--- src/hw/rtl/kprd_pkg.sv ---
// ----------------------------------------------------------------------------
// kprd_pkg: keypad press/release debouncer definitions
// Shared types, codes and reset constants of the debouncer core.
// ----------------------------------------------------------------------------
package kprd_pkg;

  // Width of the millisecond counter by default
  localparam int unsigned TimerBitsDefault = 10;

  // Threshold registers
  localparam int unsigned ThrW = 10;
  localparam logic [ThrW-1:0] PressStableReset   = 10'd30;
  localparam logic [ThrW-1:0] ReleaseStableReset = 10'd50;

  // Configuration register indexes
  localparam int unsigned CfgAddrW = 1;
  localparam logic [CfgAddrW-1:0] CfgPressStable   = 1'b0;
  localparam logic [CfgAddrW-1:0] CfgReleaseStable = 1'b1;

  // Raw scanner code window
  localparam logic [7:0] CodeMin = 8'h44;
  localparam logic [7:0] CodeMax = 8'h5F;

  localparam int unsigned KeyW = 4;

  typedef enum logic [1:0] {
    KPRD_OP_SAMPLE = 2'd0,
    KPRD_OP_TICK   = 2'd1,
    KPRD_OP_CLEAR  = 2'd2
  } kprd_op_e;

  typedef enum logic [1:0] {
    KPRD_ST_IDLE       = 2'd0,
    KPRD_ST_PRESS_DB   = 2'd1,
    KPRD_ST_PRESSED    = 2'd2,
    KPRD_ST_RELEASE_DB = 2'd3
  } kprd_state_e;

  // Decoded key from one scanner read
  typedef struct packed {
    logic            has;
    logic [KeyW-1:0] key;
  } kprd_key_t;

  // Status reported for one beat
  typedef struct packed {
    kprd_state_e     fsm_state;
    logic [KeyW-1:0] held_key;
    logic            held_key_valid;
    logic            press_event;
  } kprd_result_t;

endpackage

--- src/hw/rtl/kprd_keymap.sv ---
// ----------------------------------------------------------------------------
// kprd_keymap: scanner code decoder
// Maps a raw scanner byte to a key index 0..15, or to no key.
// ----------------------------------------------------------------------------
module kprd_keymap (
  input  logic [7:0]         key_code_i,
  input  logic               read_ok_i,
  output kprd_pkg::kprd_key_t key_o
);

  logic [1:0] row;
  logic       in_window;

  assign row       = 2'((key_code_i - kprd_pkg::CodeMin) >> 3);
  assign in_window = (key_code_i >= kprd_pkg::CodeMin) && (key_code_i <= kprd_pkg::CodeMax)
                     && key_code_i[2];

  // row from the offset in groups of eight, column from the low two bits
  assign key_o.has = read_ok_i && in_window;
  assign key_o.key = {row, key_code_i[1:0]};

endmodule

--- src/hw/rtl/kprd_fsm.sv ---
// ----------------------------------------------------------------------------
// kprd_fsm: debounce state machine
// Holds state, candidate and confirmed keys and the millisecond counter.
// ----------------------------------------------------------------------------
module kprd_fsm #(
  parameter int unsigned TimerBits = kprd_pkg::TimerBitsDefault
) (
  input  logic                      clk_i,
  input  logic                      rst_ni,
  input  logic                      beat_i,
  input  kprd_pkg::kprd_op_e        op_i,
  input  kprd_pkg::kprd_key_t       key_i,
  input  logic [kprd_pkg::ThrW-1:0] press_thr_i,
  input  logic [kprd_pkg::ThrW-1:0] release_thr_i,
  output kprd_pkg::kprd_result_t    result_o
);

  localparam int unsigned CmpW = (TimerBits > kprd_pkg::ThrW) ? TimerBits : kprd_pkg::ThrW;

  kprd_pkg::kprd_state_e         state_q, state_d;
  logic [kprd_pkg::KeyW-1:0]     cand_key_q, cand_key_d;
  logic                          cand_valid_q, cand_valid_d;
  logic [kprd_pkg::KeyW-1:0]     conf_key_q, conf_key_d;
  logic                          conf_valid_q, conf_valid_d;
  logic [TimerBits-1:0]          elapsed_q, elapsed_d;
  logic                          event_d;
  logic                          same;
  logic                          press_met;
  logic                          release_met;

  assign same        = key_i.has && cand_valid_q && (key_i.key == cand_key_q);
  assign press_met   = CmpW'(elapsed_q) >= CmpW'(press_thr_i);
  assign release_met = CmpW'(elapsed_q) >= CmpW'(release_thr_i);

  always_comb begin
    state_d      = state_q;
    cand_key_d   = cand_key_q;
    cand_valid_d = cand_valid_q;
    conf_key_d   = conf_key_q;
    conf_valid_d = conf_valid_q;
    elapsed_d    = elapsed_q;
    event_d      = 1'b0;
    unique case (op_i)
      kprd_pkg::KPRD_OP_TICK: begin
        if (elapsed_q != {TimerBits{1'b1}}) begin
          elapsed_d = elapsed_q + TimerBits'(1);
        end
      end
      kprd_pkg::KPRD_OP_CLEAR: begin
        state_d      = kprd_pkg::KPRD_ST_IDLE;
        cand_valid_d = 1'b0;
        cand_key_d   = '0;
        conf_valid_d = 1'b0;
        conf_key_d   = '0;
      end
      kprd_pkg::KPRD_OP_SAMPLE: begin
        unique case (state_q)
          kprd_pkg::KPRD_ST_IDLE: begin
            if (key_i.has) begin
              state_d      = kprd_pkg::KPRD_ST_PRESS_DB;
              cand_key_d   = key_i.key;
              cand_valid_d = 1'b1;
              elapsed_d    = '0;
            end
          end
          kprd_pkg::KPRD_ST_PRESS_DB: begin
            priority if (same) begin
              if (press_met) begin
                state_d      = kprd_pkg::KPRD_ST_PRESSED;
                conf_key_d   = cand_key_q;
                conf_valid_d = 1'b1;
                event_d      = 1'b1;
              end
            end else if (!key_i.has) begin
              state_d      = kprd_pkg::KPRD_ST_IDLE;
              cand_valid_d = 1'b0;
              cand_key_d   = '0;
            end else begin
              cand_key_d   = key_i.key;
              cand_valid_d = 1'b1;
              elapsed_d    = '0;
            end
          end
          kprd_pkg::KPRD_ST_PRESSED: begin
            if (!key_i.has) begin
              state_d   = kprd_pkg::KPRD_ST_RELEASE_DB;
              elapsed_d = '0;
            end
          end
          kprd_pkg::KPRD_ST_RELEASE_DB: begin
            priority if (same) begin
              state_d = kprd_pkg::KPRD_ST_PRESSED;
            end else if (!key_i.has) begin
              if (release_met) begin
                state_d      = kprd_pkg::KPRD_ST_IDLE;
                cand_valid_d = 1'b0;
                cand_key_d   = '0;
                conf_valid_d = 1'b0;
                conf_key_d   = '0;
              end
            end else begin
              state_d      = kprd_pkg::KPRD_ST_PRESS_DB;
              cand_key_d   = key_i.key;
              cand_valid_d = 1'b1;
              conf_valid_d = 1'b0;
              conf_key_d   = '0;
              elapsed_d    = '0;
            end
          end
          default: begin
          end
        endcase
      end
      default: begin
      end
    endcase
  end

  always_ff @(posedge clk_i or negedge rst_ni) begin
    if (!rst_ni) begin
      state_q      <= kprd_pkg::KPRD_ST_IDLE;
      cand_key_q   <= '0;
      cand_valid_q <= 1'b0;
      conf_key_q   <= '0;
      conf_valid_q <= 1'b0;
      elapsed_q    <= '0;
    end else if (beat_i) begin
      state_q      <= state_d;
      cand_key_q   <= cand_key_d;
      cand_valid_q <= cand_valid_d;
      conf_key_q   <= conf_key_d;
      conf_valid_q <= conf_valid_d;
      elapsed_q    <= elapsed_d;
    end
  end

  // status after this beat
  assign result_o.press_event    = event_d;
  assign result_o.held_key_valid = conf_valid_d;
  assign result_o.held_key       = conf_valid_d ? conf_key_d : '0;
  assign result_o.fsm_state      = state_d;

endmodule

--- src/hw/rtl/keypad_press_release_debouncer_core.sv ---
// ----------------------------------------------------------------------------
// keypad_press_release_debouncer_core: keypad press/release debouncer
// Result path: the result of each accepted input beat is registered in the result register.
// Throughput: one beat per cycle, set by the single result register; the
// input side stalls only while that register holds a beat not yet taken.
// Reset: asynchronous, active low; state goes idle, keys invalid, counter
// zero, thresholds back to 30 ms press and 50 ms release.
// ----------------------------------------------------------------------------
module keypad_press_release_debouncer_core #(
  parameter int unsigned TimerBits = kprd_pkg::TimerBitsDefault
) (
  input  logic                          clk_i,
  input  logic                          rst_ni,
  // configuration write channel
  input  logic                          cfg_valid_i,
  output logic                          cfg_ready_o,
  input  logic [kprd_pkg::CfgAddrW-1:0] cfg_addr_i,
  input  logic [kprd_pkg::ThrW-1:0]     cfg_data_i,
  // input stream
  input  logic                          s_axis_tvalid_i,
  output logic                          s_axis_tready_o,
  input  logic [7:0]                    s_axis_tdata_i,  // [7:0] key_code
  input  logic [2:0]                    s_axis_tuser_i,  // [1:0] opcode, [2] read_ok
  // result stream
  output logic                          m_axis_tvalid_o,
  input  logic                          m_axis_tready_i,
  output logic [7:0]                    m_axis_tdata_o   // [0] press_event,
                                                         // [1] held_key_valid,
                                                         // [5:2] held_key,
                                                         // [7:6] fsm_state
);

  logic [kprd_pkg::ThrW-1:0] press_thr_q;
  logic [kprd_pkg::ThrW-1:0] release_thr_q;
  logic                      in_beat;
  kprd_pkg::kprd_key_t       key;
  kprd_pkg::kprd_result_t    result;
  logic                      out_valid_q;
  kprd_pkg::kprd_result_t    out_data_q;

  // Threshold registers; the user must write them only while the core is idle, the block does not enforce it.
  assign cfg_ready_o = 1'b1;

  always_ff @(posedge clk_i or negedge rst_ni) begin
    if (!rst_ni) begin
      press_thr_q   <= kprd_pkg::PressStableReset;
      release_thr_q <= kprd_pkg::ReleaseStableReset;
    end else if (cfg_valid_i) begin
      unique case (cfg_addr_i)
        kprd_pkg::CfgPressStable:   press_thr_q   <= cfg_data_i;
        kprd_pkg::CfgReleaseStable: release_thr_q <= cfg_data_i;
        default: begin
        end
      endcase
    end
  end

  // Accept a beat whenever the result register is empty or drains now.
  assign s_axis_tready_o = !out_valid_q || m_axis_tready_i;
  assign in_beat         = s_axis_tvalid_i && s_axis_tready_o;

  kprd_keymap u_keymap (
    .key_code_i (s_axis_tdata_i),
    .read_ok_i  (s_axis_tuser_i[2]),
    .key_o      (key)
  );

  // Advance the debounce state on every accepted beat.
  kprd_fsm #(
    .TimerBits (TimerBits)
  ) u_fsm (
    .clk_i         (clk_i),
    .rst_ni        (rst_ni),
    .beat_i        (in_beat),
    .op_i          (kprd_pkg::kprd_op_e'(s_axis_tuser_i[1:0])),
    .key_i         (key),
    .press_thr_i   (press_thr_q),
    .release_thr_i (release_thr_q),
    .result_o      (result)
  );

  // Result register: load on a new beat, drop when taken, hold otherwise.
  always_ff @(posedge clk_i or negedge rst_ni) begin
    if (!rst_ni) begin
      out_valid_q <= 1'b0;
    end else if (in_beat) begin
      out_valid_q <= 1'b1;
    end else if (m_axis_tready_i) begin
      out_valid_q <= 1'b0;
    end
  end

  always_ff @(posedge clk_i) begin
    if (in_beat) begin
      out_data_q <= result;
    end
  end

  assign m_axis_tvalid_o = out_valid_q;
  assign m_axis_tdata_o  = {out_data_q.fsm_state, out_data_q.held_key,
                            out_data_q.held_key_valid, out_data_q.press_event};

`ifndef SYNTH
  // A press event always lands in the pressed state with a held key.
  assert property (@(posedge clk_i) disable iff (!rst_ni)
    (m_axis_tvalid_o && m_axis_tdata_o[0]) |->
      (m_axis_tdata_o[1] && (m_axis_tdata_o[7:6] == kprd_pkg::KPRD_ST_PRESSED)))
    else $error("press event outside pressed state");

  // No held key reads as key zero.
  assert property (@(posedge clk_i) disable iff (!rst_ni)
    (m_axis_tvalid_o && !m_axis_tdata_o[1]) |-> (m_axis_tdata_o[5:2] == '0))
    else $error("held key nonzero while not valid");

  // A clear beat yields an idle result with nothing held.
  assert property (@(posedge clk_i) disable iff (!rst_ni)
    (in_beat && (s_axis_tuser_i[1:0] == kprd_pkg::KPRD_OP_CLEAR)) |=>
      (m_axis_tvalid_o && (m_axis_tdata_o[7:6] == kprd_pkg::KPRD_ST_IDLE)
       && !m_axis_tdata_o[1] && !m_axis_tdata_o[0]))
    else $error("clear did not return to idle");

  // An empty result register never stalls the input side.
  assert property (@(posedge clk_i) disable iff (!rst_ni)
    !m_axis_tvalid_o |-> s_axis_tready_o)
    else $error("input stalled with empty result register");
`endif

endmodule
--- config.mk ---
export PLATFORM = sky130hd
export DESIGN_NAME = keypad_press_release_debouncer_core
export DESIGN_NICKNAME = d
export VERILOG_FILES = /design/src/hw/rtl/kprd_pkg.sv /design/src/hw/rtl/kprd_keymap.sv /design/src/hw/rtl/kprd_fsm.sv /design/src/hw/rtl/keypad_press_release_debouncer_core.sv
export SDC_FILE = /design/constraint.sdc
export NUM_CORES = 1
export LEC_CHECK = 0
export ABC_AREA = 1
export ABC_CLOCK_PERIOD_IN_PS = 1900
export BUFFER_PORTS_ARGS = -buffer_cell sky130_fd_sc_hd__buf_2
export CORE_MARGIN = 2
export CORE_UTILIZATION = 25
export CTS_CLUSTER_DIAMETER = 40
export DETAILED_ROUTE_END_ITERATION = 6
export PLACE_DENSITY_LB_ADDON = 0.1
export SLEW_MARGIN = 20
export SYNTH_ARGS = -nofsm -noshare
export SYNTH_HDL_FRONTEND = slang
export SYNTH_SLANG_ARGS = --single-unit
--- constraint.sdc ---
create_clock -name clk_i -period 1.9 [get_ports clk_i]
set_input_delay 0.095 -clock clk_i [delete_from_list [all_inputs] [get_ports clk_i]]
set_output_delay 0.095 -clock clk_i [all_outputs]
set_load 0.005 [all_outputs]
* Yosys cells after proc, flatten, opt, wreduce, memory -nomap -nowiden
Cells that the tools add are included. W data, S select, Z words.
Operators by class: $add $sub $neg 2, div/mod/pow operators 0, $lt $le $gt $ge 4, shift-type cells 0, equal/unequal tests 15, multipliers 0, bitwise operators 1, reductions and logical operators 19, muxes and demuxes 49
Operators with widths (count):
- $mux W4 | 11
- $mux W10 | 4
- $pmux W10 S3 | 1
- $pmux W4 S2 | 3
- $ge A10 B10 Y1 | 2
- $pmux W10 S2 | 1
- $mux W2 | 8
- $mux W1 | 14
- $ne A3 B3 Y1 const B | 4
- $pmux W4 S3 | 1
- $add A10 B1 Y10 const B | 1
- $ne A10 B10 Y1 const B | 1
- $ge A8 B7 Y1 const B | 1
- $le A8 B7 Y1 const B | 1
- $pmux W2 S4 | 1
- $reduce_and A7 Y1 | 1
- $eq A2 B2 Y1 const B | 3
- $logic_and A1 B1 Y1 | 6
- $pmux W1 S2 | 3
- $reduce_bool A2 Y1 | 3
- $reduce_and A5 Y1 | 1
- $sub A5 B3 Y5 const B | 1
- $eq A2 B1 Y1 const B | 2
- $eq A4 B4 Y1 | 1
- 13 further kinds | 15
Storage, ports and cells: word-level logic and storage cells 103, bits in latches 0, bits in read-only memories 0, input bits 27, register bits after elaboration 51, memories kept 0, output and inout port bits 11, RAM bits 0

* Depth between registers and ports, before layout
Gate-level depths: netlist of the first run.
word-level depth 9, mapped depth 17, depth with buffers taken out 17

* Hierarchy
From an unflattened synthesis of the first run, not the netlist that was laid out.
Unflattened totals: cell total of the unflattened synthesis 455, area, all modules 3347.0 µm²
By module, submodules not included:
- kprd_fsm | cells an instance 334, seq. area each 550.5 µm², area each 2130.8 µm², instances 1
- keypad_press_release_debouncer_core | cells an instance 103, seq. area each 774.5 µm², area each 1113.6 µm², instances 1
- kprd_keymap | cells an instance 18, seq. area each 0.0 µm², area each 102.6 µm², instances 1

* Worst setup path after synthesis of the first run
OpenSTA, ideal clock, no wires.
kind register -> register, from register press_thr_q[3] in the netlist's numbering, to register out_data_q, in the netlist m_axis_tdata_o[2], data pin, buffers on the path 0, setup slack -30 ps, data required time 1651 ps, library setup time 249 ps, data arrival time 1681 ps, period minus slack after synthesis 1930 ps, stages on the path, launching flop included 17, cells stage by stage dfstp_2 -> inv_1 -> ha_1 -> nand2_1 -> nand2_1 -> nand2_1 -> nand2_1 -> nand2_1 -> nand3_1 -> nand2_1 -> nand2_1 -> nand2_1 -> nand2_1 -> nand2_2 -> nand2_4 -> nand2_1 -> inv_1
RTL lines:
- from (decl) | line keypad_press_release_debouncer_core.sv:33 | logic [kprd_pkg::ThrW-1:0] press_thr_q;
- from (signal assigned) | line keypad_press_release_debouncer_core.sv:46 | press_thr_q <= kprd_pkg::PressStableReset;
- from (signal assigned) | line keypad_press_release_debouncer_core.sv:50 | kprd_pkg::CfgPressStable: press_thr_q <= cfg_data_i;
- to (signal assigned) | line keypad_press_release_debouncer_core.sv:95 | out_data_q <= result;
- to (decl) | line keypad_press_release_debouncer_core.sv:39 | kprd_pkg::kprd_result_t out_data_q;

==> results.json, run 1 <==
{
  "finalNetCount": 572,
  "tritoncts": "yes",
  "numClockSinks": 51,
  "htree_levels": 2,
  "critical_path.max_stage_delay_ps": 540,
  "rows": 42,
  "irDropWorstVdd_uv": 451,
  "dr_total_vias": 3025,
  "wire_length_of_the_first_global_routing_pass_microns": 15100,
  "route.antenna.remaining_nets": 0,
  "run_status": "finished with violations",
  "area_growth_syn_to_layout_pct": 33.0,
  "internal_power_uw": 2410,
  "place_congestion": 0.843,
  "worst_setup_hold_path_clk_slew_ps": 70,
  "critPathArrivalTime_ps": 2120,
  "n_fill_cell": 1417,
  "timing.fmax_mhz": 488,
  "total_power_uw": 3840,
  "grt_setup_unrepaired": "true",
  "post_route_cells_drive_above_1_share_pct": 35.6,
  "grt_start_max_net_pins": 44,
  "power.static_leakage_uw": 0.00217,
  "yosysUniqueCellTypes": 37,
  "r2r_slack_ps": -150,
  "power.share.switching_pct": 37.1,
  "cp_cell_sequence": "inv_2, ha_4, nand2_2, inv_1, nand2_1, nand2_1, nand2_2, nand4_1, nand2_1, nand2_1, nand2_1, nand2_2, nand2_4, nand2_2, inv_1",
  "clockRootBuffer": "sky130_fd_sc_hd__clkbuf_16",
  "tightest_slew_ps": 600,
  "clockPowerShare_pct": 23.8,
  "cellPowerDensity_nw_per_um2": 857,
  "netlist_area_pre_place_sq_um": 3370,
  "die_area_sq_um": 14400,
  "via_per_inst": 4.33,
  "layout_worst_path_cycle_share_pct": 108,
  "dpl.cell_count": 687,
  "syn_nets": 502,
  "worst_path_max_delay_cell": "sky130_fd_sc_hd__dfstp_2",
  "final_cell_count_no_fill": 699,
  "headroom_to_the_max_slew_limit_pct": 59.9,
  "violations": "setup timing",
  "clk_path_buf_depth": 2,
  "crit_buf_inv": 3,
  "numPortBuffers": 36,
  "hold_path.class": "in2reg",
  "max_cap_violations": 0,
  "total_drc_errors_in_the_routed_layout": 0,
  "clk-insertion-delay-late_ps": 300,
  "syn_avg_cell_area_sq_um": 7.45,
  "cpLargestDelayFamily": "simple AND/OR/NAND/NOR gates",
  "power.net_switching_uw": 1420,
  "tns_ps": -1200,
  "final-max-slew-violation-count": 0,
  "first_global_vias": 3047,
  "fin_worst_skew_ps": 4.74,
  "hold_viol": 0,
  "layout_commonest_cell": "sky130_fd_sc_hd__nand2_1",
  "crit_type": "reg2reg",
  "worst-endpoint-required_ps": 1970,
  "fp.dieW_microns": 120,
  "grt_remaining_overflow": 0,
  "number_of_cells_produced_by_synthesis": 452,
  "p_comb_share_pct": 38.5,
  "synthFlopType": "sky130_fd_sc_hd__dfrtp_1",
  "path_max_fanout": 5,
  "sequentialPowerShare_pct": 37.6,
  "top_level_ports": 38,
  "most_frequent_cells_in_the_layout": "sky130_fd_sc_hd__nand2_1 (109), sky130_fd_sc_hd__inv_1 (64), sky130_fd_sc_hd__buf_2 (36), sky130_fd_sc_hd__buf_4 (35), sky130_fd_sc_hd__dfrtp_1 (33)",
  "synth_async_sr_flop_share_pct": 84.3,
  "timing.final.crit_period_ps": 2050,
  "synth_edf_count": 8,
  "dp_hpwl_microns": 6670,
  "yosysSeqAreaShare_pct": 39.4,
  "synth-seq-cells": 51,
  "report.final.setup_viol": 18,
  "initial_antenna_violation_count": 0,
  "gr-usage-all-layers_pct": 13.3,
  "post-place-ws_ps": -223,
  "avgRoutedWirePerCell_microns": 12.8,
  "diodes": 0,
  "drt_first_pass_iters": 4,
  "yosysWarnings": 0,
  "cp-end-kind": "register",
  "drt_first_iter_violations": 174,
  "core_sq_um": 13200,
  "worstSetupStartpointType": "register",
  "die_h_microns": 120,
  "final.setup.worst_slack_ps": -148,
  "critical-path-top-cell-by-count": "sky130_fd_sc_hd__nand2_1",
  "starting_density_of_the_core_pct": 25.5,
  "routed_wirelength_microns": 8910,
  "total_cts_buffers": 5
}
## worst min-delay path: stages
cell                      delay [ps]
sky130_fd_sc_hd__buf_2            90
sky130_fd_sc_hd__inv_1            50
sky130_fd_sc_hd__o21ai_0          80
## Yosys cell counts (2+ instances only)
cell type	number	share of area [%]
sky130_fd_sc_hd__a21o_1	2	0.45
sky130_fd_sc_hd__a21oi_1	8	1.2
sky130_fd_sc_hd__buf_2	2	0.30
sky130_fd_sc_hd__buf_4	2	0.45
sky130_fd_sc_hd__buf_6	2	0.67
sky130_fd_sc_hd__clkbuf_1	4	0.45
sky130_fd_sc_hd__dfrtp_1	36	27
sky130_fd_sc_hd__dfstp_2	7	5.5
sky130_fd_sc_hd__edfxtp_1	8	7.1
sky130_fd_sc_hd__ha_1	23	8.5
sky130_fd_sc_hd__inv_1	75	8.4
sky130_fd_sc_hd__inv_2	8	0.89
sky130_fd_sc_hd__nand2_1	132	15
sky130_fd_sc_hd__nand2_2	9	1.7
sky130_fd_sc_hd__nand2_4	3	1.0
sky130_fd_sc_hd__nand3_1	25	3.7
sky130_fd_sc_hd__nand3_2	2	0.59
sky130_fd_sc_hd__nand4_1	2	0.37
sky130_fd_sc_hd__nor2_1	29	3.2
sky130_fd_sc_hd__nor2_2	3	0.56
sky130_fd_sc_hd__nor3_1	5	0.74
sky130_fd_sc_hd__o211ai_1	3	0.67
sky130_fd_sc_hd__o21ai_0	26	3.9
sky130_fd_sc_hd__o21ai_1	13	1.9
sky130_fd_sc_hd__o22ai_1	2	0.37
sky130_fd_sc_hd__o31ai_2	4	1.5
sky130_fd_sc_hd__xor2_1	7	1.8
## through the flow
step	cell area [sq um]	hold WS, ps	utilization (%)
finish	4480	28.6	33.9
global route	4480	36.2	33.9
CTS	4320	25.4	32.8
detailed placement	3960	239	30.0
global placement	3960	234	30.0
floorplan	3370	-201	-
## logic make-up after synthesis
logic type               count (synthesis)  share of synthesized area (%)
AO/OA/AOI/OAI                           62                           10.9
XOR/XNOR                                 7                           1.82
adder cells (fa/ha/maj)                 23                           8.55
buffers and inverters                   94                           11.3
flip-flops                              51                           39.4
other                                    1                          0.111
AND/OR/NAND/NOR                        214                           28.0
## metal layers
metal | share of wire [%] | vias to the layer above | GRT usage (%) | routed length (microns)
met5 | 0 | - | 0 | 0
met4 | 1.7 | 0 | 4.19 | 153
met3 | 3.2 | 9 | 2.99 | 288
met2 | 47 | 44 | 21.8 | 4170
met1 | 48 | 1406 | 17.2 | 4300
li1 | - | 1566 | - | -
## worst paths after layout
| check | startpoint | end | cells after the start |
|---|---|---|---|
| max reg2reg | release_thr_q[5]$_DFFE_PN1P_ | m_axis_tdata_o[5]$_SDFFCE_PN0P_ | 15 |
| min | cfg_data_i[1] | press_thr_q[1]$_DFFE_PN1P_ | 3 |
| min reg2reg | release_thr_q[7]$_DFFE_PN0P_ | release_thr_q[7]$_DFFE_PN0P_ | 2 |
| max | release_thr_q[5]$_DFFE_PN1P_ | m_axis_tdata_o[5]$_SDFFCE_PN0P_ | 15 |
| max in group asynchronous | rst_ni | u_fsm.elapsed_q[9]$_DFFE_PN0P_ | 3 |
| min in group asynchronous | rst_ni | press_thr_q[7]$_DFFE_PN0P_ | 3 |
## power by group through the flow
stage / logic (uW) / clock network [uW] / registers, uW
6_report: 1480 / 914 / 1440
5_1_grt: 1670 / 1000 / 1470
4_1_cts: 1370 / 951 / 1430
3_5_place_dp: 1120 / 0 / 1430
3_3_place_gp: 1120 / 0 / 1430
2_1_floorplan: 678 / 0 / 1410
## flip-flops by register name, summed over array words and instances, names as in the netlist
name and count:
press_thr_q 10, release_thr_q 10, u_fsm.elapsed_q 10, m_axis_tdata_o 8, u_fsm.cand_key_q 4, u_fsm.conf_key_q 4, u_fsm.state_q 2, m_axis_tvalid_o 1
u_fsm.cand_valid_q 1, u_fsm.conf_valid_q 1
## repair_timing
| item | in CTS | in global routing |
|---|---|---|
| pin swaps | 36 | 13 |
| hold buffers | 1 | 0 |
| endpoints found under the hold margin | 36 | 0 |
| buffers inserted | 1 | 2 |
| gates resized for setup | 55 | 32 |
| endpoints found under the setup margin | 18 | 25 |
## cell type report
type	instances	area (sq um)	area share, %
clock inverter	1	5.00	0.112
tap	176	220	4.92
clock buffer	7	133	2.96
inverter	84	320	7.15
multi-input combinational	307	2000	44.7
sequential	51	1330	29.7
timing repair buffer	73	468	10.4
(Power assumes the default switching activity.)
==> inputs of run 2 (changes only) <==
--- a/config.mk
+++ b/config.mk
@@ -16,4 +16,5 @@
 export SLEW_MARGIN = 20
 export SYNTH_ARGS = -nofsm -noshare
 export SYNTH_HDL_FRONTEND = slang
+export SYNTH_HIERARCHICAL = 1
 export SYNTH_SLANG_ARGS = --single-unit
==> results.json, run 2 <==
{
  "power.static_leakage_uw": 0.00227,
  "grt_start_max_net_pins": 23,
  "post_route_cells_drive_above_1_share_pct": 29.7,
  "first_global_vias": 2865,
  "dp_hpwl_microns": 6250,
  "clk_path_buf_depth": 2,
  "place_congestion": 0.809,
  "run_status": "finished with violations",
  "postLayoutCellArea_sq_um": 4370,
  "synthFlopType": "sky130_fd_sc_hd__dfrtp_1",
  "sequentialPowerShare_pct": 40.6,
  "wire_length_of_the_first_global_routing_pass_microns": 14000,
  "path_max_fanout": 5,
  "startpoint": "press_thr_q[3]$_DFFE_PN1P_",
  "area_growth_syn_to_layout_pct": 30.6,
  "gr-usage-all-layers_pct": 12.3,
  "critical-path-top-cell-by-count": "sky130_fd_sc_hd__nand2_4",
  "syn_nets": 505,
  "syn_avg_cell_area_sq_um": 7.36,
  "numClockSinks": 51,
  "htree_levels": 2,
  "yosysSeqAreaShare_pct": 39.6,
  "synth_async_sr_flop_share_pct": 84.3,
  "initial_antenna_violation_count": 0,
  "max_cap_violations": 0,
  "synth.top_cell.area_share_pct": 26.9,
  "clk-insertion-delay-late_ps": 300,
  "core_sq_um": 13100,
  "worst_hold_startpoint": "cfg_data_i[2]",
  "critical_path.max_stage_delay_ps": 540,
  "worst_path_max_delay_cell": "sky130_fd_sc_hd__dfstp_2",
  "number_of_cells_produced_by_synthesis": 455,
  "fin_worst_skew_ps": 4.31,
  "hold_viol": 0,
  "placed_cell_area_sq_um": 3930,
  "crit_type": "reg2reg",
  "dr_total_vias": 2921,
  "avgRoutedWirePerCell_microns": 11.6,
  "die_area_sq_um": 14300,
  "internal_power_uw": 2260,
  "synth_edf_count": 8,
  "worst_r2r_startpoint": "press_thr_q[3]$_DFFE_PN1P_",
  "yosysUniqueCellTypes": 36,
  "power.share.switching_pct": 34.9,
  "cp_cell_sequence": "inv_2, ha_4, nand2_2, nand2_1, nand2_1, nand2_2, nand2_2, nand3_4, nand2_4, nand2_4, nand2_4, nand2_2, nand2_4, nand2_4, and2_1",
  "finalNetCount": 578,
  "p_comb_share_pct": 32.7,
  "layout_commonest_cell": "sky130_fd_sc_hd__nand2_1",
  "worst_setup_hold_path_clk_slew_ps": 70,
  "rows": 42,
  "timing.fmax_mhz": 494,
  "die_h_microns": 120,
  "synth-seq-cells": 51,
  "irDropWorstVdd_uv": 516,
  "final.setup.worst_slack_ps": -125,
  "total_cts_buffers": 5,
  "final_cell_count_no_fill": 705,
  "synth_most_common_cell": "sky130_fd_sc_hd__nand2_1",
  "grt_setup_unrepaired": "true",
  "report.final.setup_viol": 7,
  "route.antenna.remaining_nets": 0,
  "ys_top_cells_by_count": "sky130_fd_sc_hd__nand2_1 (179), sky130_fd_sc_hd__inv_1 (67), sky130_fd_sc_hd__dfrtp_1 (36)",
  "diodes": 0,
  "violations": "setup timing",
  "critPathArrivalTime_ps": 2090,
  "hold_path.class": "in2reg",
  "netlist_area_pre_place_sq_um": 3350,
  "tritoncts": "yes",
  "n_fill_cell": 1456,
  "crit_buf_inv": 1,
  "final_core_utilization_pct": 33.3,
  "top_level_ports": 38,
  "worstSetupStartpointType": "register",
  "clockPowerShare_pct": 26.8,
  "most_frequent_cells_in_the_layout": "sky130_fd_sc_hd__nand2_1 (160), sky130_fd_sc_hd__inv_1 (60), sky130_fd_sc_hd__buf_2 (36), sky130_fd_sc_hd__buf_4 (36), sky130_fd_sc_hd__dfrtp_1 (35)",
  "tns_ps": -530,
  "cp-end-kind": "register",
  "cellPowerDensity_nw_per_um2": 794,
  "total_drc_errors_in_the_routed_layout": 0,
  "clockRootBuffer": "sky130_fd_sc_hd__clkbuf_16",
  "numPortBuffers": 36,
  "cpLargestDelayFamily": "simple AND/OR/NAND/NOR gates",
  "synth_top_area_cell": "sky130_fd_sc_hd__dfrtp_1",
  "final-max-slew-violation-count": 0,
  "reg_top3": "press_thr_q: 10 flops, release_thr_q: 10 flops, u_fsm/elapsed_q: 10 flops",
  "grt_remaining_overflow": 0,
  "post_synth_main_area_contributors": "sky130_fd_sc_hd__dfrtp_1 (27%), sky130_fd_sc_hd__nand2_1 (20%), sky130_fd_sc_hd__ha_1 (8.6%), sky130_fd_sc_hd__inv_1 (7.5%), sky130_fd_sc_hd__edfxtp_1 (7.2%)",
  "yosysWarnings": 6,
  "fin_hold_ws_ps": 17.1,
  "starting_density_of_the_core_pct": 25.5,
  "dpl.cell_count": 690,
  "drt_first_pass_iters": 4,
  "routed_wirelength_microns": 8180,
  "via_per_inst": 4.14,
  "timing.final.crit_period_ps": 2020,
  "worst-endpoint-required_ps": 1960,
  "layout_worst_path_cycle_share_pct": 107,
  "drt_first_iter_violations": 134,
  "fp.dieW_microns": 120,
  "power.net_switching_uw": 1210
}
## run 2: repair_timing
action / in CTS / in global routing
pin swaps: 20 / 18
resized for setup: 22 / 40
endpoints found under the hold margin: 10 / 0
hold buffers: 2 / 0
endpoints found under the setup margin: 19 / 30
buffers inserted: 0 / 5
## run 2: worst min-delay path, cell delays in order
cell,delay [ps]
sky130_fd_sc_hd__buf_2,100
sky130_fd_sc_hd__nand3_1,70
sky130_fd_sc_hd__nand2_1,50
## run 2: power by group through the flow
stage          sequential [uW]  clock, uW  combinational (uW)
6_report                  1410        929                1130
5_1_grt                   1430       1010                1300
4_1_cts                   1400        979                1050
3_5_place_dp              1420          0                 996
3_3_place_gp              1420          0                 993
2_1_floorplan             1410          0                 631
## run 2: cells by family (layout without fill, tap and decap cells)
| family | Yosys count | count (layout) | share of synthesized area, % |
|---|---|---|---|
| buffers and inverters | 82 | 156 | 11.2 |
| AO/OA/AOI/OAI | 28 | 28 | 5.16 |
| adder cells (fa/ha/maj) | 23 | 23 | 8.60 |
| XOR/XNOR | 10 | 10 | 2.62 |
| flip-flops | 51 | 51 | 39.6 |
| AND/OR/NAND/NOR | 260 | 260 | 32.7 |
| other | 1 | 1 | 0.112 |
## run 2: stage by stage
step / power [uW] / setup WS [ps]
global placement: 2410 / -179
finish: 3470 / -125
detailed placement: 2410 / -183
global route: 3750 / -247
floorplan: 2040 / -26.3
CTS: 3440 / -155
## run 2: path summary, 6_finish.rpt
check	to	slack (ps)	cells after the start
min in group asynchronous	release_thr_q[2]$_DFFE_PN0P_	250	2
min reg2reg	press_thr_q[3]$_DFFE_PN1P_	470	2
min	press_thr_q[2]$_DFFE_PN1P_	20	3
max in group asynchronous	press_thr_q[3]$_DFFE_PN1P_	1130	3
max	m_axis_tdata_o[3]$_DFFE_PP_	-120	15
max reg2reg	m_axis_tdata_o[3]$_DFFE_PP_	-120	15
## run 2: layout make-up
type	instances	area, sq um	share of cell area, %
inverters	69	259	5.93
clock buffers	5	125	2.86
multi-input cells	322	1880	42.9
well taps	176	220	5.04
clock inverters	3	20.0	0.458
flip-flops and latches	51	1330	30.3
repair buffers	79	544	12.5
## run 2: routing by layer
metal,vias to the layer above,part of all wire [%],GRT usage [%]
met3,6,3.1,2.85
met1,1323,52,17.2
met4,0,1.1,3.90
li1,1550,-,-
met2,42,43,18.9
met5,-,0,0
==> inputs of run 3 (changes only) <==
--- a/config.mk
+++ b/config.mk
@@ -13,6 +13,7 @@
 export CTS_CLUSTER_DIAMETER = 40
 export DETAILED_ROUTE_END_ITERATION = 6
 export PLACE_DENSITY_LB_ADDON = 0.1
+export SKIP_CTS_REPAIR_TIMING = 1
 export SLEW_MARGIN = 20
 export SYNTH_ARGS = -nofsm -noshare
 export SYNTH_HDL_FRONTEND = slang
==> constraint.sdc (replaced) <==
create_clock -name clk_i -period 1.9 [get_ports clk_i]
set_input_delay 0.57 -clock clk_i [delete_from_list [all_inputs] [get_ports clk_i]]
set_output_delay 0.57 -clock clk_i [all_outputs]
set_load 0.005 [all_outputs]
==> results.json, run 3 (synthesis gave the netlist of run 2 again) <==
{
  "drt_first_pass_iters": 5,
  "grt_remaining_overflow": 0,
  "cp-end-kind": "register",
  "routed_wirelength_microns": 8220,
  "timing.fmax_mhz": 475,
  "use_met3_pct": 2.90,
  "use_met1_pct": 17.3,
  "area_growth_syn_to_layout_pct": 37.5,
  "crit_type": "reg2reg",
  "total_cts_buffers": 5,
  "starting_density_of_the_core_pct": 25.5,
  "clockRootBuffer": "sky130_fd_sc_hd__clkbuf_16",
  "power.net_switching_uw": 1230,
  "total_power_uw": 3680,
  "dpl.cell_count": 702,
  "route.antenna.remaining_nets": 0,
  "dr_total_vias": 2956,
  "rr_worst_depth": 14,
  "p_comb_share_pct": 32.5,
  "tritoncts": "yes",
  "cp_cell_sequence": "inv_2, ha_4, nand2_1, inv_1, nand2_1, nand2_2, nand2_2, nand4_1, nand2_2, nand2_1, nand2_1, nand2_2, nand2_4, and2_4",
  "reg_top3": "press_thr_q: 10 flops, release_thr_q: 10 flops, u_fsm/elapsed_q: 10 flops",
  "dp_hpwl_microns": 6240,
  "initial_antenna_violation_count": 0,
  "post_route_cells_drive_above_1_share_pct": 35.4,
  "finalNetCount": 591,
  "most_frequent_cells_in_the_layout": "sky130_fd_sc_hd__nand2_1 (154), sky130_fd_sc_hd__inv_1 (58), sky130_fd_sc_hd__buf_4 (50), sky130_fd_sc_hd__dfrtp_1 (35), sky130_fd_sc_hd__buf_2 (34)",
  "die_h_microns": 120,
  "power.static_leakage_uw": 0.00237,
  "die_area_sq_um": 14300,
  "r2r_slack_ps": -210,
  "top_level_ports": 38,
  "critical_path.max_stage_delay_ps": 540,
  "irDropWorstVdd_uv": 501,
  "grt_util_met2_pct": 18.8,
  "htree_levels": 2,
  "grt_setup_unrepaired": "true",
  "multi_input_area_sq_um": 1940,
  "max_cap_violations": 0,
  "total_drc_errors_in_the_routed_layout": 0,
  "worst_path_max_delay_cell": "sky130_fd_sc_hd__dfstp_2",
  "fp.dieW_microns": 120,
  "via_per_inst": 4.12,
  "path_max_fanout": 5,
  "hold_path.class": "in2async",
  "rows": 42,
  "layout_worst_path_cycle_share_pct": 111,
  "first_global_vias": 2908,
  "worst-endpoint-required_ps": 1970,
  "clockPowerShare_pct": 29.3,
  "final.setup.worst_slack_ps": -207,
  "clk_path_buf_depth": 2,
  "clk-insertion-delay-late_ps": 300,
  "place_congestion": 0.804,
  "core_sq_um": 13100,
  "worstSetupStartpointType": "register",
  "sequential_cell_area_sq_um": 1330,
  "fin_worst_skew_ps": 8.32,
  "run_status": "finished with violations",
  "wire_length_of_the_first_global_routing_pass_microns": 14000,
  "timing.final.crit_period_ps": 2110,
  "cellPowerDensity_nw_per_um2": 800,
  "report.final.setup_viol": 28,
  "grt_most_used_layer": "met2",
  "hold_viol": 0,
  "drt_first_iter_violations": 144,
  "violations": "setup timing",
  "power.share.switching_pct": 33.5,
  "numPortBuffers": 36,
  "internal_power_uw": 2440,
  "worst_setup_hold_path_clk_slew_ps": 80,
  "n_fill_cell": 1418,
  "critPathArrivalTime_ps": 2180,
  "layout_commonest_cell": "sky130_fd_sc_hd__nand2_1",
  "final-max-slew-violation-count": 0,
  "worst_r2r_startpoint": "release_thr_q[5]$_DFFE_PN1P_",
  "sequentialPowerShare_pct": 38.1,
  "avgRoutedWirePerCell_microns": 11.4,
  "gr-usage-all-layers_pct": 12.3,
  "grt_start_max_net_pins": 44,
  "final_cell_count_no_fill": 718,
  "r2r-end": "m_axis_tdata_o[3]$_DFFE_PP_",
  "diodes": 0,
  "numClockSinks": 51
}
[run 3: cell types whose count changed in the layout (fill, tap and decap cells not counted), sizes merged]
cell	delta
buf	+15
bufinv	+1
inv	+1
clkinv	-2
dlygate4sd3	-2
[run 3: cell type report]
cell class | instances | share of cell area [%]
Tap cell | 176 | 4.79
Multi-Input combinational cell | 322 | 42.1
Clock inverter | 3 | 1.01
Timing Repair Buffer | 92 | 14.5
Clock buffer | 5 | 2.72
Sequential cell | 51 | 28.8
Inverter | 69 | 6.01
[run 3: power groups by stage]
stage	logic [uW]	registers [uW]	clock network, uW
after floorplan	643	1410	0
after global placement	1040	1420	0
after detailed placement	1050	1420	0
after CTS	1060	1400	1120
after global routing	1380	1430	1160
final	1200	1400	1080
[run 3: per-layer routing]
layer  share of wire (%)  vias to the layer above
li1                    -                     1575
met1                  53                     1333
met2                  43                       41
met3                 3.4                        7
met4                 1.0                        0
met5                   0                        -
[run 3: how the worst max path moves through the flow]
stage,startpoint,to,depth (start not counted)
final,release_thr_q[5]$_DFFE_PN1P_,m_axis_tdata_o[3]$_DFFE_PP_,14
after global routing,release_thr_q[5]$_DFFE_PN1P_,m_axis_tdata_o[3]$_DFFE_PP_,12
after CTS,press_thr_q[4]$_DFFE_PN1P_,m_axis_tdata_o[3]$_DFFE_PP_,16
after detailed placement,s_axis_tdata_i[3],m_axis_tdata_o[3]$_DFFE_PP_,16
after global placement,s_axis_tdata_i[3],m_axis_tdata_o[3]$_DFFE_PP_,14
after floorplan,s_axis_tdata_i[3],m_axis_tdata_o[3]$_DFFE_PP_,15
[run 3: worst max-delay path: cells and delay by family (launching register included)]
kind / cells / cell delay [ps]
adder cells (fa/ha/maj): 1 / 260
buffers and inverters: 2 / 100
flip-flops: 1 / 540
AND/OR/NAND/NOR: 11 / 980
[run 3: metrics by stage]
step / hold WS, ps / setup TNS, ps / util [%] / setup slack, ps / instance area [sq um]
global route: 265 / -6630 / 35.0 / -309 / 4600
detailed placement: 454 / -14890 / 31.2 / -594 / 4100
CTS: 248 / -6360 / 32.5 / -409 / 4280
finish: 245 / -2770 / 35.0 / -207 / 4600
global placement: 457 / -14540 / 31.2 / -562 / 4100
floorplan: 274 / -5780 / - / -374 / 3420
